### src/rtl/psds_pkg.sv
// Shared package for the point-to-segment squared distance pipeline.
// Holds default widths, the region code type and the per-stage control struct.
// Depends on nothing.
package psds_pkg;

	localparam int COORD_BITS_DEF  = 16;
	localparam int T_FRAC_BITS_DEF = 16;
	localparam int DIST_BITS       = 34;
	localparam int OUT_W           = ((DIST_BITS + 7) / 8) * 8;

	localparam logic [DIST_BITS-1:0] DIST_MAX = '1;

	typedef enum logic [1:0] {
		REGION_INTERIOR = 2'd0,
		REGION_START    = 2'd1,
		REGION_END      = 2'd2,
		REGION_ZERO     = 2'd3
	} region_t;

	// Control that travels with every pipeline stage.
	typedef struct packed {
		logic    valid;
		region_t region;
	} stage_ctl_t;

endpackage

### src/rtl/psds_sqr.sv
// Two-stage squarer for a wide magnitude: three half-width partial products,
// then their weighted sum. Depends on psds_pkg for the default width.
module psds_sqr #(
	parameter int MAG_W = psds_pkg::COORD_BITS_DEF + psds_pkg::T_FRAC_BITS_DEF + 1
) (
	input  logic               clk,
	input  logic               en,
	input  logic [MAG_W-1:0]   mag_i,
	output logic [2*MAG_W-1:0] sq_o
);

	localparam int H   = (MAG_W + 1) / 2;
	localparam int HI  = MAG_W - H;
	localparam int SQW = 2 * MAG_W;

	logic [HI-1:0]   a_hi;
	logic [H-1:0]    a_lo;
	logic [2*HI-1:0] hh_s1;
	logic [HI+H-1:0] hl_s1;
	logic [2*H-1:0]  ll_s1;
	logic [SQW-1:0]  sq_s2;

	assign a_hi = mag_i[MAG_W-1:H];
	assign a_lo = mag_i[H-1:0];

	always_ff @(posedge clk) begin
		if (en) begin
			hh_s1 <= a_hi * a_hi;
			hl_s1 <= a_hi * a_lo;
			ll_s1 <= a_lo * a_lo;
			sq_s2 <= (SQW'(hh_s1) << (2 * H)) + (SQW'(hl_s1) << (H + 1)) + SQW'(ll_s1);
		end
	end

	assign sq_o = sq_s2;

endmodule

### config.mk
export PLATFORM = sky130hd
export DESIGN_NAME = psds_sqr
export DESIGN_NICKNAME = d
export VERILOG_FILES = /design/src/rtl/psds_pkg.sv /design/src/rtl/psds_sqr.sv
export SDC_FILE = /design/constraint.sdc
export NUM_CORES = 2
export LEC_CHECK = 0
export ABC_AREA = 0
export ABC_CLOCK_PERIOD_IN_PS = 8000
export BUFFER_PORTS_ARGS = -buffer_cell sky130_fd_sc_hd__clkbuf_2
export CAP_MARGIN = 20
export CORE_MARGIN = 10
export CORE_UTILIZATION = 47
export DETAILED_ROUTE_END_ITERATION = 6
export GPL_ROUTABILITY_DRIVEN = 0
export PLACE_DENSITY_LB_ADDON = 0.3
export SLEW_MARGIN = 25
export SYNTH_ARGS = -nofsm -noshare
export SYNTH_HDL_FRONTEND = slang
export SYNTH_SLANG_ARGS = --single-unit
### constraint.sdc
create_clock -name clk -period 8 [get_ports clk]
set_clock_uncertainty 0.15 [all_clocks]
set_input_delay 1.6 -clock clk [delete_from_list [all_inputs] [get_ports clk]]
set_output_delay 1.6 -clock clk [all_outputs]
set_load 0.01 [all_outputs]
==> results_tabular.tex <==
\begin{tabular}{lr}
\hline
Metric & Value \\
\hline
\multicolumn{2}{l}{\textbf{Status}} \\
Result of the run & finished clean \\
\multicolumn{2}{l}{\textbf{Floorplan}} \\
Die outline height & 276 um \\
Area enclosed by the die boundary & 0.0764 mm2 \\
Initial Utilization & 0.477 \\
Horizontal die dimension & 276 um \\
IO Pins & 101 \\
Row count & 93 \\
Placeable core region & 0.0648 mm2 \\
\multicolumn{2}{l}{\textbf{Clock network}} \\
Buffer depth of the longest clock path & 2 \\
Clock slew at reported path FFs & 0.07 ns \\
CTS tree & done \\
Level count of the clock H-tree & 4 \\
Number of buffers added by the clock tree synthesis step & 17 \\
Count of hold-fix buffers inserted at cts & 0 \\
TritonCTS sink count & 162 \\
Root cell of the clock tree & clkbuf\_16 \\
Post-CTS setup buffer count & 0 \\
Clock latency on the worst-skew pair & 0.48 ns \\
Resize count post-CTS & 0 \\
\multicolumn{2}{l}{\textbf{Worst setup path}} \\
Critical Path AT & 7.67 ns \\
Startpoint kind of the worst setup timing path & input pin \\
Reg2Reg Capture Point & sq\_o[54] \\
Number of cell instances on the worst register-to-register path & 13 \\
Crit end category & flip-flop \\
Crit Path Category & input pin to flip-flop \\
Startpoint of the lowest-slack register-to-register path & ll\_s1[18] \\
Critical path required time & 8.08 ns \\
Crit Path Max Fanout & 8 \\
Worst setup slack for register-to-register paths & 3.82 ns \\
\multicolumn{2}{l}{\textbf{Synth}} \\
Mean area per synthesized cell & 9.67 um2 \\
Top post-synthesis cells by area & fa\_1 (37\%), edfxtp\_1 (16\%), ha\_1 (14\%), inv\_1 (9.5\%), nand2\_1 (4.2\%) \\
Number of warnings printed during yosys synthesis & 0 \\
EDFF count, synth & 162 \\
Flip-flop and latch count after synthesis & 162 \\
Synth async-reset ratio & 0 \\
Fraction of post-synthesis cell area in the top cell type by area & 0.366 \\
Portion of the post-synthesis area used by sequential elements & 0.157 \\
Post-synthesis instance total & 3196 \\
Synthesized Nets & 4141 \\
Synthesized area & 0.0309 mm2 \\
Cell type contributing the most total cell area after synthesis & fa\_1 \\
Most common flop cell mapped by yosys & edfxtp\_1 \\
Number of distinct library cells after synthesis & 62 \\
\multicolumn{2}{l}{\textbf{STA}} \\
RSZ-0062 raised after global routing & no \\
Post-route minimum period & 7.59 ns \\
Number of slew-limit violations in the final report & 0 \\
F\_max & 132 MHz \\
Tcrit/Tclk final & 0.948 \\
Setup violations, final & 0 \\
Worst-case headroom to the max-slew limit & 0.385 \\
Hold violation total from the final report & 0 \\
Final setup TNS & 0 ns \\
Slew of the pin with the lowest slew margin & 0.923 ns \\
\multicolumn{2}{l}{\textbf{Layout}} \\
Most frequent cells in the layout & inv\_1 (785), fa\_1 (565), nand2\_1 (347), ha\_1 (345), and2\_1 (205) \\
Share of layout cells above drive strength 1 & 0.104 \\
Area growth syn-to-layout & 11.4\% \\
Layout net count & 4355 \\
Filler cells & 5805 \\
Most common cell after layout, fill and taps aside & inv\_1 \\
\multicolumn{2}{l}{\textbf{Placement}} \\
PortBufs & 99 \\
DP Wirelength & 59800 um \\
\multicolumn{2}{l}{\textbf{Routing}} \\
Detailed-routing iteration count for the pre-antenna-repair pass & 5 \\
Total Routed Length & 70500 um \\
Count of routing violations after the opening detailed-route iteration & 1347 \\
Met2 Wirelength & 32300 um \\
Routed length on met3 & 4630 um \\
Total via count after detailed routing & 21400 \\
Routed wirelength normalized by instance count & 16.5 um \\
Wire length on met1 & 32100 um \\
Uppermost layer routed & met5 \\
Count of unresolved DRC violations after routing & 0 \\
DRT antenna net count & 0 \\
Avg Vias per Cell & 5.01 \\
\multicolumn{2}{l}{\textbf{Global routing}} \\
Overall routing resource usage & 0.189 \\
First-pass GRT wire length & 117000 um \\
Total global routing overflow & 0 \\
Maximum number of pins on one net before global-route repair & 135 \\
Number of antenna violations at the first check in global routing & 4 \\
Via count of the first global-routing pass & 22300 \\
\multicolumn{2}{l}{\textbf{Flow run}} \\
Number of max-cap violations & 0 \\
\multicolumn{2}{l}{\textbf{Hold path}} \\
Hold EP & sq\_o[4] \\
Worst hold path startpoint & ll\_s1[4] \\
Worst hold path type & flip-flop to flip-flop \\
Hold path depth & 0 \\
\hline
\end{tabular}
[flip-flops by register name, indices dropped and copies added (netlist names)]
name,count
hl_s1,33
hh_s1,31
sq_o,65
ll_s1,33
[cells in the mapped netlist (9+ instances only)]
| library cell | count |
|---|---|
| edfxtp_1 | 162 |
| ha_1 | 345 |
| a31oi_1 | 12 |
| o21ai_0 | 41 |
| nand2_1 | 347 |
| nor2b_1 | 18 |
| and2_1 | 205 |
| a21o_1 | 70 |
| nand4_1 | 15 |
| nand2b_1 | 16 |
| o21a_1 | 9 |
| a211oi_1 | 9 |
| o21bai_1 | 13 |
| inv_1 | 785 |
| nor3_1 | 11 |
| nor2_1 | 98 |
| xnor2_1 | 108 |
| fa_1 | 565 |
| and3_1 | 16 |
| clkbuf_1 | 107 |
| a21oi_1 | 99 |
| nand3_1 | 25 |
| xor2_1 | 40 |
[logic make-up after synthesis]
logic type | after synthesis | share of synthesized area
flip-flops | 162 | 0.157
adder cells (fa/ha/maj) | 910 | 0.506
multiplexers | 2 | 0.000729
XOR/XNOR | 148 | 0.0420
AO/OA/AOI/OAI | 305 | 0.0651
other | 1 | 0.000121
AND/OR/NAND/NOR | 771 | 0.120
buffers and inverters | 897 | 0.109
[stage by stage]
stage | setup slack, ns | hold slack (ns) | std cells | instance area [um2] | utilization
2_1_floorplan | 0.232 | 0.250 | 3196 | 30900 | -
3_3_place_gp | -0.0197 | 0.251 | 4246 | 33800 | 0.522
3_5_place_dp | -0.0557 | 0.255 | 4246 | 33800 | 0.522
4_1_cts | 0.475 | 0.265 | 4278 | 34400 | 0.531
5_1_grt | 0.0976 | 0.274 | 4279 | 34400 | 0.531
6_report | 0.415 | 0.268 | 4280 | 34400 | 0.531
[final cells by class]
| class | instances | area, um2 | area share |
|---|---|---|---|
| clock inverters | 15 | 169 | 0.00491 |
| multi-input cells | 2137 | 22700 | 0.658 |
| repair buffers | 305 | 2290 | 0.0664 |
| flip-flops and latches | 162 | 4860 | 0.141 |
| well taps | 855 | 1070 | 0.0311 |
| clock buffers | 17 | 425 | 0.0124 |
| inverters | 787 | 2950 | 0.0858 |
| diodes | 2 | 5.00 | 0.000145 |
[worst max-delay path by stage]
stage,startpoint,to,slack (ns),cells past startpoint
after floorplan,mag_i[32],hl_s1[31],0.23,21
after global placement,mag_i[6],hl_s1[28],-0.02,23
after detailed placement,mag_i[11],ll_s1[33],-0.06,27
after CTS,mag_i[11],ll_s1[33],0.47,27
after global routing,mag_i[6],hl_s1[31],0.1,23
final,mag_i[2],ll_s1[33],0.41,27
[per-layer routing]
metal,vias to the layer above,GRT usage
met5,-,0
met4,2,0.0482
met3,74,0.0358
met2,565,0.298
met1,10600,0.263
li1,10200,-
[worst max-delay path, cell delays in order]
cell and delay (ns):
clkbuf_2 0.13, buf_12 0.16, nand2_1 0.20, inv_1 0.09, fa_1 0.48, inv_1 0.06
fa_1 0.50, fa_1 0.52, inv_1 0.06, fa_1 0.50, fa_1 0.49, inv_1 0.05
fa_1 0.48, inv_1 0.04, ha_1 0.34, nand2_1 0.09, nor2_1 0.13, nand3_1 0.17
a21oi_1 0.24, a221oi_1 0.11, buf_4 0.15, a21boi_0 0.18, o21ai_0 0.10, buf_4 0.15
a21oi_1 0.22, nor4_1 0.08, a311o_1 0.33
Power is not shown: default switching activity piles up to over one toggle a cycle in this logic, so the estimate is an artifact.
