[config.mk]
export PLATFORM = sky130hd
export DESIGN_NAME = psds_front
export DESIGN_NICKNAME = d
export VERILOG_FILES = /design/src/rtl/psds_pkg.sv /design/src/rtl/psds_front.sv
export SDC_FILE = /design/constraint.sdc
export NUM_CORES = 2
export LEC_CHECK = 0
export ABC_AREA = 1
export BUFFER_PORTS_ARGS = -buffer_cell sky130_fd_sc_hd__buf_2
export CAP_MARGIN = 20
export CORE_MARGIN = 1.5
export CORE_UTILIZATION = 45
export DETAILED_ROUTE_END_ITERATION = 8
export SYNTH_ARGS = -nofsm -noshare
export SYNTH_HDL_FRONTEND = slang
export SYNTH_SLANG_ARGS = --single-unit
export TNS_END_PERCENT = 10
[constraint.sdc]
create_clock -name clk -period 15.4 [get_ports clk]
set_input_delay 0.77 -clock clk [delete_from_list [all_inputs] [get_ports clk]]
set_output_delay 0.77 -clock clk [all_outputs]
set_load 0.005 [all_outputs]
[src/rtl/psds_pkg.sv]
// Shared package for the point-to-segment squared distance pipeline.
// Holds default widths, the region code type and the per-stage control struct.
// Depends on nothing.
package psds_pkg;

	localparam int COORD_BITS_DEF  = 16;
	localparam int T_FRAC_BITS_DEF = 16;
	localparam int DIST_BITS       = 34;
	localparam int OUT_W           = ((DIST_BITS + 7) / 8) * 8;

	localparam logic [DIST_BITS-1:0] DIST_MAX = '1;

	typedef enum logic [1:0] {
		REGION_INTERIOR = 2'd0,
		REGION_START    = 2'd1,
		REGION_END      = 2'd2,
		REGION_ZERO     = 2'd3
	} region_t;

	// Control that travels with every pipeline stage.
	typedef struct packed {
		logic    valid;
		region_t region;
	} stage_ctl_t;

endpackage

[src/rtl/psds_front.sv]
// Front end: segment and offset vectors, their products, squared length and dot
// product, and the region decision. Four register stages.
// Depends on psds_pkg.
module psds_front #(
	parameter int COORD_BITS = psds_pkg::COORD_BITS_DEF
) (
	input  logic                         clk,
	input  logic                         arst_n,
	input  logic                         en,
	input  logic                         in_valid,
	input  logic signed [COORD_BITS-1:0] start_x,
	input  logic signed [COORD_BITS-1:0] start_y,
	input  logic signed [COORD_BITS-1:0] end_x,
	input  logic signed [COORD_BITS-1:0] end_y,
	input  logic signed [COORD_BITS-1:0] point_x,
	input  logic signed [COORD_BITS-1:0] point_y,
	output psds_pkg::stage_ctl_t         ctl_o,
	output logic [2*COORD_BITS:0]        rem_o,
	output logic [2*COORD_BITS:0]        len2_o,
	output logic signed [COORD_BITS:0]   dx_o,
	output logic signed [COORD_BITS:0]   dy_o,
	output logic signed [COORD_BITS:0]   rx_o,
	output logic signed [COORD_BITS:0]   ry_o
);

	localparam int DW   = COORD_BITS + 1;
	localparam int LW   = 2 * COORD_BITS + 1;
	localparam int PW   = 2 * DW;
	localparam int DOTW = PW + 1;

	logic                 v_s1, v_s2, v_s3;
	psds_pkg::stage_ctl_t ctl_s4;

	logic signed [DW-1:0] dx_s1, dy_s1, rx_s1, ry_s1;
	logic signed [DW-1:0] dx_s2, dy_s2, rx_s2, ry_s2;
	logic signed [DW-1:0] dx_s3, dy_s3, rx_s3, ry_s3;
	logic signed [DW-1:0] dx_s4, dy_s4, rx_s4, ry_s4;
	logic signed [PW-1:0] ddx_s2, ddy_s2, drx_s2, dry_s2;
	logic [LW-1:0]        len2_s3, len2_s4, rem_s4;
	logic signed [DOTW-1:0] dot_s3;
	logic [LW-1:0]        dot_lo;
	psds_pkg::region_t    region_n;

	always_ff @(posedge clk or negedge arst_n) begin
		if (!arst_n) begin
			v_s1   <= 1'b0;
			v_s2   <= 1'b0;
			v_s3   <= 1'b0;
			ctl_s4 <= '0;
		end else if (en) begin
			v_s1          <= in_valid;
			v_s2          <= v_s1;
			v_s3          <= v_s2;
			ctl_s4.valid  <= v_s3;
			ctl_s4.region <= region_n;
		end
	end

	assign dot_lo = dot_s3[LW-1:0];

	// A positive dot product is below 2^LW, so its low bits compare directly.
	always_comb begin
		priority if (len2_s3 == '0) begin
			region_n = psds_pkg::REGION_ZERO;
		end else if (dot_s3[DOTW-1] || dot_s3 == '0) begin
			region_n = psds_pkg::REGION_START;
		end else if (dot_lo >= len2_s3) begin
			region_n = psds_pkg::REGION_END;
		end else begin
			region_n = psds_pkg::REGION_INTERIOR;
		end
	end

	always_ff @(posedge clk) begin
		if (en) begin
			dx_s1 <= DW'(end_x) - DW'(start_x);
			dy_s1 <= DW'(end_y) - DW'(start_y);
			rx_s1 <= DW'(point_x) - DW'(start_x);
			ry_s1 <= DW'(point_y) - DW'(start_y);

			ddx_s2 <= dx_s1 * dx_s1;
			ddy_s2 <= dy_s1 * dy_s1;
			drx_s2 <= rx_s1 * dx_s1;
			dry_s2 <= ry_s1 * dy_s1;
			dx_s2  <= dx_s1;
			dy_s2  <= dy_s1;
			rx_s2  <= rx_s1;
			ry_s2  <= ry_s1;

			len2_s3 <= LW'(ddx_s2 + ddy_s2);
			dot_s3  <= DOTW'(drx_s2) + DOTW'(dry_s2);
			dx_s3   <= dx_s2;
			dy_s3   <= dy_s2;
			rx_s3   <= rx_s2;
			ry_s3   <= ry_s2;

			len2_s4 <= len2_s3;
			rem_s4  <= dot_lo;
			dx_s4   <= dx_s3;
			dy_s4   <= dy_s3;
			rx_s4   <= rx_s3;
			ry_s4   <= ry_s3;
		end
	end

	assign ctl_o  = ctl_s4;
	assign rem_o  = rem_s4;
	assign len2_o = len2_s4;
	assign dx_o   = dx_s4;
	assign dy_o   = dy_s4;
	assign rx_o   = rx_s4;
	assign ry_o   = ry_s4;

endmodule

==> flow_metrics.tcl <==
set metrics [dict create \
    status "complete, no violations" \
    dpl_cell_area_sq_um 70900 \
    cts_htree_levels 3 \
    grt_pass1_vias 50800 \
    worstPathMaxFanout 24 \
    final_design_area_no_fill_sq_um 73300 \
    synth.distinct_cells 50 \
    maxCapViolCount 0 \
    fin_crit_ps 6970 \
    n_antenna_cell 0 \
    slew_headroom 0.234 \
    syn_area_per_cell_sq_um 9.17 \
    antenna_left 0 \
    wl_per_cell_um 18.0 \
    crit_required_ps 15770 \
    cts-root-buf "clkbuf_16" \
    layout-drive-gt1-share 0.0639 \
    whs_ps 322 \
    hp-class "primary input to register" \
    start_kind "register" \
    io_pins 237 \
    syn_nets 9103 \
    multi_input_area_sq_um 43000 \
    rsz0062_at_grt "false" \
    die_w_um 391 \
    grt_overflow 0 \
    path_buf_inv 5 \
    clock_skew_ps 47.7 \
    drt-total-wl_um 173000 \
    grt_max_degree 175 \
    initial_utilization 0.452 \
    finalHoldViolations 0 \
    gp_congestion 0.946 \
    dpl.hpwl_um 139000 \
    cp_slowest_cell "edfxtp_1" \
    cp_cell_sequence "clkinv_1 -> buf_4 -> or2_2 -> fa_1 -> fa_1 -> inv_1 -> fa_1 -> fa_1 -> fa_1 -> inv_1 -> fa_1 -> inv_1 -> ha_1 -> a21o_1 -> a31oi_1 -> nand3_2 -> a21oi_1 -> xnor2_1" \
    cts_setup_buffers 0 \
    yosys_warnings 0 \
    synth-seq-area-share 0.240 \
    grt_pass1_wl_um 280000 \
    nFillCells 14300 \
    drt_iter0_markers 3172 \
    cp.arrival_ps 7340 \
    clk_latency_ps 680 \
    core_area_sq_um 150000 \
    dieArea_sq_um 153000 \
    worstSetupEndpointType "register" \
    setup_violations 0 \
    rows 142 \
    regArea_sq_um 16200 \
    clk_pin_slew_ps 60 \
    grt_usage 0.236 \
    crit_top_cell "fa_1" \
    firstDrtPassIters 6 \
    synth-seq-cells 542 \
    final_util 0.490 \
    io_buffers 236 \
    vias 47400 \
    crit_path_max_incr_delay_ps 840 \
    fp.dieH_um 391 \
    antenna_found_initial 0 \
    maxSlewViolCount 0 \
    cts_buffers 69 \
    netlist_area_sq_um 67700 \
    fmax_mhz 143 \
    cts_buffer_depth 3 \
    syn_inst 7379 \
    via_per_inst 4.94 \
    tightest_slew_ps 1150 \
    critical_path_class "register to register" \
    cts_tree "built" \
    cts.sinks 542 \
    areaGrowthSynthToFinish_pct 8.29 \
    post-route-period-util 0.453 \
    final_net_count 9243 \
    drc 0 \
    tns_ps 0 \
    crit_family "adder cells" \
]
cells in the final DEF, fill, tap and decap left out, types with 70 or more instances in the layout:
cell and n:
fa_1 1117, clkbuf_16 70, xnor2_1 76, o21ai_0 115, nand2_1 1494, nor2_1 322
nand3_1 152, ha_1 507, inv_1 2033, edfxtp_1 536, a21oi_1 261, xor2_1 187
buf_2 235
area by class of cell:
cell class	instances	area share
well taps	2016	0.0344
clock inverters	49	0.00733
multi-input cells	4586	0.586
repair buffers	278	0.0209
flip-flops and latches	542	0.222
clock buffers	77	0.0245
inverters	2042	0.105
per-stage QoR:
stage                     instances  setup WS (ps)
after floorplan                7379           9520
after global placement         9463           8550
after detailed placement       9463           8480
after CTS                      9590           8420
after global routing           9590           7960
final                          9590           8430
per-layer routing:
metal | GRT usage | wire length [um]
met1 | 0.332 | 78700
met2 | 0.389 | 81400
met3 | 0.0280 | 9260
met4 | 0.0584 | 3720
met5 | 0 | 0
worst paths after layout:
kind / startpoint / slack [ps] / cells after the start / to
hold reg to reg: dy_s2[12] / 380 / 0 / dy_s3[12]
setup / recovery: dx_s1[16] / 8430 / 18 / drx_s2[21]
min in group asynchronous: arst_n / 460 / 2 / v_s1
max in group asynchronous: arst_n / 14780 / 2 / ctl_o[1]
hold / removal: in_valid / 320 / 3 / v_s1
setup reg to reg: dx_s1[16] / 8430 / 18 / drx_s2[21]
worst min-delay path, stage by stage:
cell and delay (ps):
buf_2 90, nand2_1 50, nand2_1 60
cell usage after synthesis (all sizes together):
cell | count | share of area
a211oi | 1 | 0.00011
a21boi | 15 | 0.0017
a21o | 44 | 0.0049
a21oi | 267 | 0.020
a31o | 4 | 0.00052
a31oi | 19 | 0.0018
and3 | 4 | 0.00037
buf | 2 | 0.00011
clkbuf | 207 | 0.011
clkinv | 3 | 0.00017
dfrtp | 6 | 0.0022
edfxtp | 536 | 0.24
fa | 1117 | 0.33
ha | 507 | 0.094
inv | 2039 | 0.11
nand2 | 1511 | 0.085
nand3 | 161 | 0.013
nand3b | 8 | 0.00089
nand4 | 59 | 0.0055
nor2 | 332 | 0.019
nor3 | 47 | 0.0043
nor4 | 11 | 0.0012
o211ai | 10 | 0.0013
o21a | 9 | 0.0010
o21ai | 146 | 0.011
o21bai | 23 | 0.0026
o221ai | 2 | 0.00026
o22ai | 1 | 0.000093
o31ai | 6 | 0.00067
or2 | 19 | 0.0018
xnor2 | 76 | 0.0098
xor2 | 187 | 0.024
repair_timing:
action                     in CTS  in global routing
hold buffers                    1                  0
setup endpoints to repair       0                  0
gates resized for setup         0                  0
hold endpoints to repair        6                  0
state kept, by name (all words and copies together), names as in the netlist, 31 cells and up:
register,cells
ddx_s2,31
ddy_s2,31
len2_o,33
dry_s2,34
len2_s3,33
dot_s3,35
drx_s2,34
rem_o,33
kinds of logic after synthesis:
group	share of synthesized area
flops	0.240
compound gates	0.0463
xor+xnor	0.0340
buf+inv	0.125
fa+ha+maj	0.424
simple gates	0.130
Power is left out: the tool's default activity adds up to more than one toggle a clock period on the data nets, which glitch-free logic cannot reach.
