--- config.mk ---
export PLATFORM = sky130hd
export DESIGN_NAME = psds_div_step
export DESIGN_NICKNAME = d
export VERILOG_FILES = /design/src/rtl/psds_pkg.sv /design/src/rtl/psds_div_step.sv
export SDC_FILE = /design/constraint.sdc
export NUM_CORES = 1
export LEC_CHECK = 0
export BUFFER_PORTS_ARGS = -buffer_cell sky130_fd_sc_hd__buf_2
export CORE_ASPECT_RATIO = 1.2
export CORE_UTILIZATION = 40
export DETAILED_ROUTE_END_ITERATION = 8
export PLACE_DENSITY = 0.71
export SYNTH_ARGS = -nofsm -noshare
export SYNTH_HDL_FRONTEND = slang
export SYNTH_SLANG_ARGS = --single-unit
--- constraint.sdc ---
create_clock -name clk -period 1 [get_ports clk]
set_input_delay 0.2 -clock clk [delete_from_list [all_inputs] [get_ports clk]]
set_output_delay 0.2 -clock clk [all_outputs]
set_load 0.05 [all_outputs]
--- src/rtl/psds_pkg.sv ---
// Shared package for the point-to-segment squared distance pipeline.
// Holds default widths, the region code type and the per-stage control struct.
// Depends on nothing.
package psds_pkg;

	localparam int COORD_BITS_DEF  = 16;
	localparam int T_FRAC_BITS_DEF = 16;
	localparam int DIST_BITS       = 34;
	localparam int OUT_W           = ((DIST_BITS + 7) / 8) * 8;

	localparam logic [DIST_BITS-1:0] DIST_MAX = '1;

	typedef enum logic [1:0] {
		REGION_INTERIOR = 2'd0,
		REGION_START    = 2'd1,
		REGION_END      = 2'd2,
		REGION_ZERO     = 2'd3
	} region_t;

	// Control that travels with every pipeline stage.
	typedef struct packed {
		logic    valid;
		region_t region;
	} stage_ctl_t;

endpackage

--- src/rtl/psds_div_step.sv ---
// One registered step of the restoring divider that forms the projection
// fraction, one quotient bit per stage. Depends on psds_pkg.
module psds_div_step #(
	parameter int LEN_W  = 2 * psds_pkg::COORD_BITS_DEF + 1,
	parameter int Q_W    = psds_pkg::T_FRAC_BITS_DEF,
	parameter int PASS_W = 4 * (psds_pkg::COORD_BITS_DEF + 1)
) (
	input  logic                 clk,
	input  logic                 arst_n,
	input  logic                 en,
	input  psds_pkg::stage_ctl_t ctl_i,
	input  logic [LEN_W-1:0]     rem_i,
	input  logic [LEN_W-1:0]     len2_i,
	input  logic [Q_W-1:0]       q_i,
	input  logic [PASS_W-1:0]    pass_i,
	output psds_pkg::stage_ctl_t ctl_o,
	output logic [LEN_W-1:0]     rem_o,
	output logic [LEN_W-1:0]     len2_o,
	output logic [Q_W-1:0]       q_o,
	output logic [PASS_W-1:0]    pass_o
);

	psds_pkg::stage_ctl_t ctl_s1;
	logic [LEN_W-1:0]     rem_s1, len2_s1;
	logic [Q_W-1:0]       q_s1;
	logic [PASS_W-1:0]    pass_s1;

	logic [LEN_W:0]   rem2, diff;
	logic             ge;
	logic [LEN_W-1:0] rem_n;

	assign rem2  = {rem_i, 1'b0};
	assign diff  = rem2 - {1'b0, len2_i};
	assign ge    = rem2 >= {1'b0, len2_i};
	assign rem_n = ge ? diff[LEN_W-1:0] : rem2[LEN_W-1:0];

	always_ff @(posedge clk or negedge arst_n) begin
		if (!arst_n) begin
			ctl_s1 <= '0;
		end else if (en) begin
			ctl_s1 <= ctl_i;
		end
	end

	always_ff @(posedge clk) begin
		if (en) begin
			rem_s1  <= rem_n;
			len2_s1 <= len2_i;
			q_s1    <= {q_i[Q_W-2:0], ge};
			pass_s1 <= pass_i;
		end
	end

	assign ctl_o  = ctl_s1;
	assign rem_o  = rem_s1;
	assign len2_o = len2_s1;
	assign q_o    = q_s1;
	assign pass_o = pass_s1;

`ifndef SYNTH
	// For an interior projection the partial remainder must stay below the divisor.
	a_rem_below_len: assert property (@(posedge clk) disable iff (!arst_n)
		(ctl_s1.valid && ctl_s1.region == psds_pkg::REGION_INTERIOR) |->
		(rem_s1 < len2_s1))
		else $error("divider remainder reached the divisor");
`endif

endmodule

==> results of run 1 <==
## layer usage
| layer | vias up | global-route usage |
|---|---|---|
| met5 | - | 0 |
| met4 | 2 | 0.1253 |
| met3 | 54 | 0.07609 |
| met2 | 283 | 0.5298 |
| met1 | 3070 | 0.2887 |
| li1 | 2958 | - |
## registers in the layout, summed over array words and instances, names as in the netlist
register	flops
ctl_o	3
len2_o	33
pass_o	68
q_o	16
rem_o	33
## timing repair
item	in CTS	in global routing
cloned	2	0
setup endpoints to repair	187	187
pin swaps	6	31
setup buffers	11	8
hold buffers	115	0
gates resized for setup	331	72
hold endpoints to repair	117	0
## worst min path at each step
| stage | to | slack, ns | depth (start not counted) | startpoint |
|---|---|---|---|---|
| 2_1_floorplan | ctl_o[0]$_DFFE_PN0P_ | -0.1 | 0 | arst_n |
| 3_3_place_gp | ctl_o[0]$_DFFE_PN0P_ | -0.003 | 1 | arst_n |
| 3_5_place_dp | ctl_o[0]$_DFFE_PN0P_ | -0.0009 | 1 | arst_n |
| 4_1_cts | ctl_o[1]$_DFFE_PN0P_ | 0.001 | 2 | ctl_i[1] |
| 5_1_grt | ctl_o[1]$_DFFE_PN0P_ | 0.02 | 2 | ctl_i[1] |
| 6_report | len2_o[6]$_DFFE_PP_ | 0.04 | 2 | len2_i[6] |
## layout by cell type, fill, tap and decap left out, types with 5 or more instances in the layout
master / instances
sky130_fd_sc_hd__a21oi_2: 8
sky130_fd_sc_hd__ha_1: 13
sky130_fd_sc_hd__dlygate4sd3_1: 115
sky130_fd_sc_hd__buf_4: 124
sky130_fd_sc_hd__a21oi_1: 22
sky130_fd_sc_hd__inv_2: 8
sky130_fd_sc_hd__buf_2: 143
sky130_fd_sc_hd__nand3_1: 6
sky130_fd_sc_hd__o21a_1: 6
sky130_fd_sc_hd__inv_1: 25
sky130_fd_sc_hd__nor2_1: 15
sky130_fd_sc_hd__a21o_1: 15
sky130_fd_sc_hd__mux2_2: 9
sky130_fd_sc_hd__xnor2_1: 16
sky130_fd_sc_hd__inv_6: 8
sky130_fd_sc_hd__buf_12: 5
sky130_fd_sc_hd__edfxtp_1: 150
sky130_fd_sc_hd__inv_8: 5
sky130_fd_sc_hd__nand2_1: 15
sky130_fd_sc_hd__buf_6: 162
sky130_fd_sc_hd__clkbuf_16: 17
sky130_fd_sc_hd__mux2_4: 21
sky130_fd_sc_hd__ha_4: 19
sky130_fd_sc_hd__xor2_1: 10
sky130_fd_sc_hd__nand4_1: 12
sky130_fd_sc_hd__a31oi_1: 5
sky130_fd_sc_hd__o21ai_0: 9
sky130_fd_sc_hd__o21bai_1: 7
## metrics by stage
step                  util  power, mW  setup slack, ns
CTS                 0.7443      21.51           -1.183
floorplan                -      11.86           -1.583
global route        0.7681      22.58           -1.261
finish              0.7681      21.87           -1.239
detailed placement  0.5746      13.73           -1.674
global placement    0.5746      13.65           -1.637
## where the power goes
group	internal, mW	switching [mW]
Combinational	3.22	4.09
Clock	3.41	3.02
Sequential	7.80	0.335
## cell families (layout without fill, tap and decap cells)
logic type               count (synthesis)  in the layout
AO/OA/AOI/OAI                          102            102
XOR/XNOR                                26             26
adder cells (fa/ha/maj)                 34             34
buffers and inverters                   52            624
flip-flops                             153            153
multiplexers                            30             30
AND/OR/NAND/NOR                         88             88
## final cells by class
cell class / count / share of cell area
clock buffer: 18 / 0.03354
inverter: 39 / 0.01433
timing repair buffer: 551 / 0.3629
sequential: 153 / 0.3497
timing repair inverter: 2 / 0.001338
clock inverter: 14 / 0.01128
tap: 216 / 0.02064
multi-input combinational: 280 / 0.2062
==> run summary, run 1 <==
========================================================================================================
Status                                                                                      finished, violations left
Failing checks                                                                              negative setup slack
CP max stage cell                                                                           sky130_fd_sc_hd__a221o_1
Cell-by-cell trace of the critical path                                                     buf_12 -> inv_12 -> ha_4 -> and3_4 -> a221o_1 -> nand2b_4 -> a21oi_2 -> a2111o_1 -> nand3_2 -> and2_4 -> buf_12 -> inv_16 -> mux2_4
Post-route antenna net violation count                                                                 0
Iteration count of the initial detailed-routing pass                                                   4
Pin count of the biggest net entering global routing                                                  36
Sink count of the clock tree                                                                         153
Fillcell total                                                                                       983
Class of the tightest hold or removal check                                                       in2reg
Wire length of the first global-routing pass                                                    37650 um
Die span in y                                                                                   147.3 um
Post-CTS clock slew at the launch and capture registers of the worst setup and hold paths        0.07 ns
Met2 WL                                                                                         14040 um
Reg area                                                                                    0.004579 mm^2
Worst-case clock skew                                                                               0 ns
Endpoint of the most critical register-to-register path                                     ctl_o[1]$_DFFE_PN0P_
Cell row count                                                                                        52
Initial antenna violation count                                                                        1
Arrival time at the worst endpoint                                                               2.41 ns
Max frequency                                                                                 0.4466 GHz
Max_cap viols                                                                                          0
Number of endpoints failing setup at the final stage                                                 188
Post-Route M1 WL                                                                                 8945 um
Number of warnings reported in the yosys synthesis log                                                 0
Largest family of logic cells by synthesized area                                           compound AO/OA/AOI/OAI gates
Top cell types by occurrence after synthesis                                                sky130_fd_sc_hd__edfxtp_1, sky130_fd_sc_hd__inv_1, sky130_fd_sc_hd__a21oi_1, sky130_fd_sc_hd__ha_1, sky130_fd_sc_hd__mux2_4
Worst hold slack                                                                              0.04184 ns
Bufs on Longest Clock Path                                                                             2
Area fraction in compound gates after synthesis                                                  0.09321
Critical path required time                                                                      1.17 ns
R2R cell count                                                                                         3
Share of Yosys cell area claimed by the top area cell type                                        0.6403
Area of the die                                                                             0.01812 mm^2
Relative slew margins                                                                             0.7930
Number of levels in the clock H-tree                                                                   4
Top cell type by total area after synthesis                                                 sky130_fd_sc_hd__edfxtp_1
Leading post-synthesis cells by cell area                                                   sky130_fd_sc_hd__edfxtp_1, sky130_fd_sc_hd__ha_1, sky130_fd_sc_hd__mux2_4, sky130_fd_sc_hd__a21oi_1, sky130_fd_sc_hd__inv_1
Worst Max-Slew Pin Slew                                                                        0.3091 ns
Routed length on met3                                                                            1922 um
Most frequently used flop master after synthesis                                            sky130_fd_sc_hd__edfxtp_1
Unrepaired setup endpoints after global routing                                                      yes
Global Route Usage Sum                                                                            0.2835
Starting density of the core                                                                      0.4127
Via count of the first global-routing pass                                                          6807
Final hold vios                                                                                        0
Synthesis-stage register bit count                                                                   153
Routability-driven placement congestion ratio                                                     0.8643
CTS Root Cell                                                                               sky130_fd_sc_hd__clkbuf_16
Antenna fix cells                                                                                      0
Critical path's largest stage delay                                                              0.39 ns
Most used standard cell by instance count after synthesis                                   sky130_fd_sc_hd__edfxtp_1
Post-route minimum period                                                                       2.239 ns
Count of buffer and inverter cells on the critical path                                                4
Maximum fanout along the worst path                                                                    7
Worst reg2reg startpoint                                                                    ctl_o[1]$_DFFE_PN0P_
Multiplexer share of the synthesized area                                                        0.05816
Post-route design area                                                                      0.01309 mm^2
Static Leakage                                                                                  5.758 nW
Core Region                                                                                 0.01705 mm^2
Instance area after placement                                                               0.009794 mm^2
Layout-stage area growth over the synthesis result                                                86.14%
Number of synthesized flops with an enable pin                                                       150
Total count of max-transition violations in the final report                                           0
Mean area per synthesized cell                                                                14.50 um^2
# placed instances                                                                                  1108
Uppermost routed layer                                                                              met5
Multi-input logic area                                                                      0.002700 mm^2
Most used cell, CP                                                                          sky130_fd_sc_hd__buf_12
Total grt overflow                                                                                     0
Clock tree from TritonCTS                                                                            yes
Mapped Area                                                                                 0.007034 mm^2
Worst setup path endpoint                                                                   rem_o[28]$_DFFE_PP_
Capturing element type of the critical path                                                         flop
First element of the critical path                                                            len2_i[13]
Fraction of registers with async set/reset                                                       0.01961
Classification of the worst setup path                                                            in2reg
Port Buffers                                                                                         307
Initial DRC count                                                                                    323
Count of nets after finishing                                                                       1234
Number of cells produced by synthesis                                                                485
Die X-Extent                                                                                    123.1 um
Worst IR Drop VDD                                                                               1.084 mV
Via count                                                                                           6367
Register-to-register setup slack                                                                -0.06 ns
Post-route fraction of the period consumed by the critical path                                    2.239
Post-DR vias/cell                                                                                  5.002
Post-Synthesis Net Count                                                                             675
Adder-cell share of the synthesized area                                                         0.06154
WP depth                                                                                              13
Overall routed net length                                                                       25830 um
Xor/xnor cell area share of the yosys netlist                                                    0.03237
Kind of cell adding the most delay to the critical path                                     compound AO/OA/AOI/OAI gates
Estimated wirelength of the detail-placed design                                                15540 um
Distinct cell type count after synthesis                                                              51
Sequential cell area fraction in the yosys report                                                 0.6510
Number of CTS-inserted buffers                                                                        17
Setup TNS                                                                                      -68.60 ns
CP startpoint kind                                                                          primary input
Worst setup margin                                                                             -1.239 ns
Fraction of final layout cells sized beyond drive strength 1                                      0.5497
Power density over the cells                                                                1671 mW/mm^2
Simple-gate share of the synthesized area                                                        0.06777
Insertion delay of the later-clocked pin in the worst-skew pair                                  0.42 ns
Count of placed standard cells in the final layout, fillers left out                                1273
DRC violation count after routing                                                                      0
Wirelength per Cell                                                                             20.29 um
Count of pins on the block boundary                                                                  309
========================================================================================================
Note: power is estimated with default switching activity, not from simulation.
==> run 2, diff against run 1 <==
RECOVER_POWER = 25   (was not set)
==> run 2 against run 1 <==
The flow still finishes with violations (negative setup slack). Sequential power about the same. Final cell count unchanged. Utilization decreased by 0.23 points. Global-route usage unchanged. Clock-buffer cell count unchanged. Sequential share of layout area increased by 0.11 points. Total power about the same. Die area unchanged. Fmax decreased by 0.22%. Highest routed layer unchanged.
==> run summary, run 2 (synthesis gave the netlist of run 1 again) <==
========================================================================================================
Pin count of the biggest net entering global routing                                                  36   unchanged
Antenna fix cells                                                                                      0   unchanged
Failing checks                                                                              negative setup slack   unchanged
Count of placed standard cells in the final layout, fillers left out                                1273   unchanged
Worst IR Drop VDD                                                                               1.080 mV   was 1.084 mV
Capturing element type of the critical path                                                         flop   unchanged
Post-route antenna net violation count                                                                 0   unchanged
Via count of the first global-routing pass                                                          6807   unchanged
Insertion delay of the later-clocked pin in the worst-skew pair                                  0.42 ns   about the same
Post-DR vias/cell                                                                                  5.031   was 5.002
Bufs on Longest Clock Path                                                                             2   unchanged
Worst hold stages                                                                                      2   unchanged
Clock tree from TritonCTS                                                                            yes   unchanged
Final hold vios                                                                                        0   unchanged
R2R cell count                                                                                         3   unchanged
Combinational Power Share                                                                          0.333   was 0.334
Class of the tightest hold or removal check                                                       in2reg   unchanged
Worst-case clock skew                                                                               0 ns   unchanged
Pre-CTS worst setup slack                                                                      -1.674 ns   unchanged
Post-route design area                                                                      0.01305 mm^2   was 0.01309 mm^2
Die X-Extent                                                                                    123.1 um   unchanged
Cell row count                                                                                        52   unchanged
Initial DRC count                                                                                    316   was 323
Core Region                                                                                 0.01705 mm^2   unchanged
Unrepaired setup endpoints after global routing                                                      yes   unchanged
Count of pins on the block boundary                                                                  309   unchanged
Count of nets after finishing                                                                       1234   unchanged
Worst setup margin                                                                             -1.244 ns   was -1.239 ns
Iteration count of the initial detailed-routing pass                                                   4   unchanged
Relative slew margins                                                                             0.6089   was 0.7930
Worst Max-Slew Pin Slew                                                                        0.5867 ns   was 0.3091 ns
Number of levels in the clock H-tree                                                                   4   unchanged
Overall routed net length                                                                       25880 um   was 25830 um
Total grt overflow                                                                                     0   unchanged
DRC violation count after routing                                                                      0   unchanged
Global Route Usage Sum                                                                            0.2835   unchanged
Status                                                                                      finished, violations left   unchanged
Max frequency                                                                                 0.4456 GHz   was 0.4466 GHz
Critical path required time                                                                      1.17 ns   about the same
Estimated wirelength of the detail-placed design                                                15540 um   unchanged
Internal power of the cells                                                                     14.41 mW   was 14.43 mW
Area of the die                                                                             0.01812 mm^2   unchanged
Power density over the cells                                                                1675 mW/mm^2   was 1671 mW/mm^2
Instance area after placement                                                               0.009794 mm^2   unchanged
Post-CTS clock slew at the launch and capture registers of the worst setup and hold paths        0.07 ns   about the same
Static Leakage                                                                                  5.737 nW   was 5.758 nW
Max FFs per register                                                                                  68   unchanged
Fraction of final layout cells sized beyond drive strength 1                                      0.5468   was 0.5497
CTS Root Cell                                                                               sky130_fd_sc_hd__clkbuf_16   unchanged
Multi-input logic area                                                                      0.002700 mm^2   unchanged
CP startpoint kind                                                                          primary input   unchanged
Number of CTS-inserted buffers                                                                        17   unchanged
Arrival time at the worst endpoint                                                               2.41 ns   about the same
Sink count of the clock tree                                                                         153   unchanged
Layout-stage area growth over the synthesis result                                                85.57%   was 86.14%
Maximum fanout along the worst path                                                                    7   unchanged
Worst hold path startpoint                                                                      ctl_i[1]   was len2_i[6]
Worst reg2reg startpoint                                                                    ctl_o[1]$_DFFE_PN0P_   unchanged
Reg area                                                                                    0.004579 mm^2   unchanged
Number of endpoints failing setup at the final stage                                                 188   unchanged
Setup TNS                                                                                      -68.40 ns   was -68.60 ns
Fillcell total                                                                                       994   was 983
Most frequent cells in the layout                                                           sky130_fd_sc_hd__buf_6, sky130_fd_sc_hd__edfxtp_1, sky130_fd_sc_hd__buf_2   unchanged
Register-to-register setup slack                                                                -0.06 ns   about the same
Starting density of the core                                                                      0.4127   unchanged
Sink of the worst hold path                                                                 ctl_o[1]$_DFFE_PN0P_   was len2_o[6]$_DFFE_PP_
Proportion of power drawn by flip-flops and latches                                                0.372   about the same
Max_cap viols                                                                                          0   unchanged
Post-route minimum period                                                                       2.244 ns   was 2.239 ns
Die span in y                                                                                   147.3 um   unchanged
Via count                                                                                           6405   was 6367
# placed instances                                                                                  1108   unchanged
Classification of the worst setup path                                                            in2reg   unchanged
Fraction of power consumed by the clock network                                                    0.294   about the same
Commonest non-fill, non-tap cell in the layout                                              sky130_fd_sc_hd__buf_6   unchanged
Layout Utilization                                                                                0.7658   was 0.7681
Post-route fraction of the period consumed by the critical path                                    2.244   was 2.239
Switching Fraction                                                                                0.3407   was 0.3404
Wire length of the first global-routing pass                                                    37650 um   unchanged
Port Buffers                                                                                         307   unchanged
Wirelength per Cell                                                                             20.33 um   was 20.29 um
Switching power                                                                                 7.448 mW   was 7.445 mW
Initial antenna violation count                                                                        1   unchanged
Routability-driven placement congestion ratio                                                     0.8643   unchanged
Endpoint of the most critical register-to-register path                                     ctl_o[1]$_DFFE_PN0P_   unchanged
Total count of max-transition violations in the final report                                           0   unchanged
========================================================================================================
## run 2: worst max-delay path: stages
cell	delay, ns
sky130_fd_sc_hd__buf_12	0.11
sky130_fd_sc_hd__inv_12	0.04
sky130_fd_sc_hd__ha_4	0.19
sky130_fd_sc_hd__and3_4	0.17
sky130_fd_sc_hd__a221o_1	0.39
sky130_fd_sc_hd__nand2b_4	0.10
sky130_fd_sc_hd__a21oi_2	0.06
sky130_fd_sc_hd__a2111o_1	0.38
sky130_fd_sc_hd__nand3_2	0.09
sky130_fd_sc_hd__and2_4	0.19
sky130_fd_sc_hd__buf_12	0.14
sky130_fd_sc_hd__inv_16	0.05
sky130_fd_sc_hd__mux2_4	0.30
## run 2: worst max-delay path by stage
stage | startpoint | to | slack, ns | cells after the start
detailed placement | rem_i[0] | rem_o[2]$_DFFE_PP_ | -1.67 | 12
global route | len2_i[19] | rem_o[4]$_DFFE_PP_ | -1.27 | 12
CTS | rem_i[14] | rem_o[32]$_DFFE_PP_ | -1.18 | 12
global placement | len2_i[13] | rem_o[28]$_DFFE_PP_ | -1.64 | 12
finish | len2_i[13] | rem_o[28]$_DFFE_PP_ | -1.24 | 13
floorplan | len2_i[13] | rem_o[10]$_DFFE_PP_ | -1.58 | 13
## run 2: routing by layer
layer	up-vias	track usage	share of wire
met1	3096	0.2887	0.35
met3	62	0.07609	0.074
met4	2	0.1253	0.038
met2	288	0.5298	0.54
met5	-	0	0.00066
li1	2957	-	-
## run 2: through the flow
step	power, mW	hold slack, ns
CTS	21.51	0.001320
floorplan	11.86	-0.09559
finish	21.86	0.04979
global placement	13.65	-0.003251
global route	22.56	0.02298
detailed placement	13.73	-0.0009115
## run 2: area by class of cell
type | count | area share
repair buffers | 551 | 0.3610
flip-flops and latches | 153 | 0.3508
multi-input cells | 280 | 0.2068
clock buffers | 18 | 0.03364
well taps | 216 | 0.02070
inverters | 39 | 0.01438
clock inverters | 14 | 0.01131
repair inverters | 2 | 0.001342
## run 2: power by group through the flow
stage	logic, mW	registers (mW)	clock network [mW]
2_1_floorplan	1.58	10.3	0
3_3_place_gp	5.60	8.06	0
3_5_place_dp	5.66	8.07	0
4_1_cts	6.90	8.09	6.52
5_1_grt	7.60	8.18	6.78
6_report	7.29	8.14	6.44
## run 2: repair_timing
action / 4_1_cts / 5_1_grt
pin swaps: 6 / 31
gates resized for setup: 331 / 72
endpoints found under the hold margin: 117 / 0
setup endpoints to repair: 187 / 187
hold buffers: 115 / 0
buffers inserted: 11 / 8
gates cloned: 2 / 0
==> run 3, diff against run 2 <==
CORE_ASPECT_RATIO = not set   (was 1.2)
CORE_MARGIN = 4   (was not set)
==> run 3 against run 2 <==
The flow still finishes with violations (negative setup slack). Sequential share of layout area is essentially flat. Flip-flop and latch count unchanged. Clock power up 2%. Fmax up 0.87%. Largest power group unchanged. Wire length grew 5.7%. Clock skew unchanged. Register-to-register slack is essentially flat. Critical path type unchanged. Critical path depth unchanged. Setup slack better by 0.019 ns. Final cell count increased by 1.5%. Global-route usage shrank 1.1 points. Sequential power hardly changed.
==> run summary, run 3 (synthesis gave the netlist of run 1 again) <==
========================================================================================================
Status                                                                                      finished, violations left   unchanged
Failing checks                                                                              negative setup slack   unchanged
Count of placed standard cells in the final layout, fillers left out                                1292   was 1273
Global Route Usage Sum                                                                            0.2721   was 0.2835
Estimated wirelength of the detail-placed design                                                16350 um   was 15540 um
Fraction of power consumed by the clock network                                                    0.297   was 0.294
Overall routed net length                                                                       27360 um   was 25880 um
Layout Utilization                                                                                0.7578   was 0.7658
Internal power of the cells                                                                     14.57 mW   was 14.41 mW
Iteration count of the initial detailed-routing pass                                                   4   unchanged
Initial DRC count                                                                                    429   was 316
Class of the tightest hold or removal check                                                       in2reg   unchanged
Post-DR vias/cell                                                                                  5.073   was 5.031
Max frequency                                                                                 0.4495 GHz   was 0.4456 GHz
Worst Max-Slew Pin Slew                                                                        0.5292 ns   was 0.5867 ns
CP startpoint kind                                                                          primary input   unchanged
Endpoint of the most critical register-to-register path                                     ctl_o[0]$_DFFE_PN0P_   was ctl_o[1]$_DFFE_PN0P_
DRC violation count after routing                                                                      0   unchanged
Classification of the worst setup path                                                            in2reg   unchanged
Wirelength per Cell                                                                             21.18 um   was 20.33 um
Via count                                                                                           6554   was 6405
Unrepaired setup endpoints after global routing                                                      yes   unchanged
Clock tree from TritonCTS                                                                            yes   unchanged
Post-CTS clock slew at the launch and capture registers of the worst setup and hold paths        0.07 ns   about the same
Worst IR Drop VDD                                                                               1.236 mV   was 1.080 mV
CTS Root Cell                                                                               sky130_fd_sc_hd__clkbuf_16   unchanged
Max FFs per register                                                                                  68   unchanged
Initial antenna violation count                                                                        1   unchanged
Pin count of the biggest net entering global routing                                                  38   was 36
Die X-Extent                                                                                    140.6 um   was 123.1 um
Insertion delay of the later-clocked pin in the worst-skew pair                                  0.42 ns   about the same
Power density over the cells                                                                1688 mW/mm^2   was 1675 mW/mm^2
# placed instances                                                                                  1120   was 1108
Register-to-register setup slack                                                                -0.05 ns   was -0.06 ns
Number of CTS-inserted buffers                                                                        17   unchanged
Starting density of the core                                                                      0.4081   was 0.4127
Area of the die                                                                             0.01977 mm^2   was 0.01812 mm^2
Number of endpoints failing setup at the final stage                                                 188   unchanged
Commonest non-fill, non-tap cell in the layout                                              sky130_fd_sc_hd__buf_6   unchanged
Die span in y                                                                                   140.6 um   was 147.3 um
Worst reg2reg startpoint                                                                    ctl_o[0]$_DFFE_PN0P_   was ctl_o[1]$_DFFE_PN0P_
Worst setup margin                                                                             -1.225 ns   was -1.244 ns
Number of levels in the clock H-tree                                                                   4   unchanged
Total grt overflow                                                                                     0   unchanged
Switching Fraction                                                                                0.3391   was 0.3407
Worst setup path endpoint                                                                   rem_o[21]$_DFFE_PP_   was rem_o[28]$_DFFE_PP_
Maximum fanout along the worst path                                                                    7   unchanged
Cell row count                                                                                        48   was 52
Final hold vios                                                                                        0   unchanged
Static Leakage                                                                                  5.779 nW   was 5.737 nW
Combinational Power Share                                                                          0.333   about the same
Switching power                                                                                 7.477 mW   was 7.448 mW
Fraction of final layout cells sized beyond drive strength 1                                      0.5375   was 0.5468
Critical path required time                                                                      1.17 ns   about the same
Worst-case clock skew                                                                               0 ns   unchanged
Count of pins on the block boundary                                                                  309   unchanged
Relative slew margins                                                                             0.6472   was 0.6089
Proportion of power drawn by flip-flops and latches                                                0.370   was 0.372
Routability-driven placement congestion ratio                                                     0.8375   was 0.8643
Post-route antenna net violation count                                                                 0   unchanged
Core Region                                                                                 0.01724 mm^2   was 0.01705 mm^2
Post-route fraction of the period consumed by the critical path                                    2.225   was 2.244
First element of the critical path                                                            len2_i[14]   was len2_i[13]
Count of nets after finishing                                                                       1243   was 1234
Port Buffers                                                                                         307   unchanged
Total count of max-transition violations in the final report                                           0   unchanged
Wire length of the first global-routing pass                                                    40550 um   was 37650 um
Worst hold slack                                                                              0.03029 ns   was 0.04979 ns
Most frequent cells in the layout                                                           sky130_fd_sc_hd__buf_6, sky130_fd_sc_hd__edfxtp_1, sky130_fd_sc_hd__buf_2   unchanged
Post-route minimum period                                                                       2.225 ns   was 2.244 ns
Via count of the first global-routing pass                                                          6970   was 6807
Arrival time at the worst endpoint                                                               2.40 ns   was 2.41 ns
R2R cell count                                                                                         3   unchanged
Sink count of the clock tree                                                                         153   unchanged
Max_cap viols                                                                                          0   unchanged
Layout-stage area growth over the synthesis result                                                85.68%   was 85.57%
Capturing element type of the critical path                                                         flop   unchanged
Bufs on Longest Clock Path                                                                             2   unchanged
========================================================================================================
[run 3: cell type report]
class / instances / area (um^2)
timing repair buffer: 559 / 4780
sequential: 153 / 4579
fill: 1038 / 4175
multi-input combinational: 280 / 2604
clock buffer: 18 / 429.2
tap: 225 / 281.5
inverter: 39 / 182.7
clock inverter: 14 / 157.7
timing repair inverter: 3 / 45.04
antenna: 1 / 2.502
[run 3: through the flow]
step	setup WS, ns	setup TNS, ns	cell area, um^2	power, mW
after floorplan	-1.583	-50.02	7211	11.86
after global placement	-1.632	-54.11	9828	13.69
after detailed placement	-1.693	-55.07	9828	13.79
after CTS	-1.167	-68.54	12840	21.70
after global routing	-1.290	-77.39	13060	22.83
final	-1.225	-70.23	13060	22.05
[run 3: how the worst min path moves through the flow]
stage | startpoint | to | depth (start not counted)
final | len2_i[16] | len2_o[16]$_DFFE_PP_ | 1
after global routing | ctl_i[0] | ctl_o[0]$_DFFE_PN0P_ | 2
after CTS | ctl_i[0] | ctl_o[0]$_DFFE_PN0P_ | 2
after detailed placement | arst_n | ctl_o[2]$_DFFE_PN0P_ | 1
after global placement | arst_n | ctl_o[2]$_DFFE_PN0P_ | 1
after floorplan | arst_n | ctl_o[0]$_DFFE_PN0P_ | 0
[run 3: routing by layer]
metal	GRT usage	part of all wire	up-vias
met5	0	0	-
met4	0.1142	0.040	0
met3	0.08311	0.073	64
met2	0.4897	0.53	316
met1	0.2970	0.36	3195
li1	-	-	2979
[run 3: critical path: stages]
cell	delay [ns]
sky130_fd_sc_hd__buf_8	0.11
sky130_fd_sc_hd__inv_4	0.05
sky130_fd_sc_hd__ha_4	0.20
sky130_fd_sc_hd__a21o_1	0.20
sky130_fd_sc_hd__a221o_1	0.34
sky130_fd_sc_hd__nand2b_1	0.11
sky130_fd_sc_hd__a21oi_2	0.07
sky130_fd_sc_hd__a2111o_1	0.37
sky130_fd_sc_hd__nand3_2	0.08
sky130_fd_sc_hd__and2_4	0.18
sky130_fd_sc_hd__buf_12	0.15
sky130_fd_sc_hd__inv_12	0.05
sky130_fd_sc_hd__mux2_4	0.29
[run 3: power groups by stage]
stage          clock, mW  sequential (mW)  combinational [mW]
6_report            6.55             8.15                7.35
5_1_grt             6.95             8.20                7.68
4_1_cts             6.53             8.09                7.08
3_5_place_dp           0             8.06                5.73
3_3_place_gp           0             8.04                5.65
2_1_floorplan          0             10.3                1.58
[run 3: repair_timing]
action,4_1_cts,5_1_grt
endpoints found under the hold margin,116,1
setup endpoints to repair,187,187
hold buffers,114,1
gates cloned,3,0
pin swaps,20,19
setup buffers,13,11
resized for setup,346,39
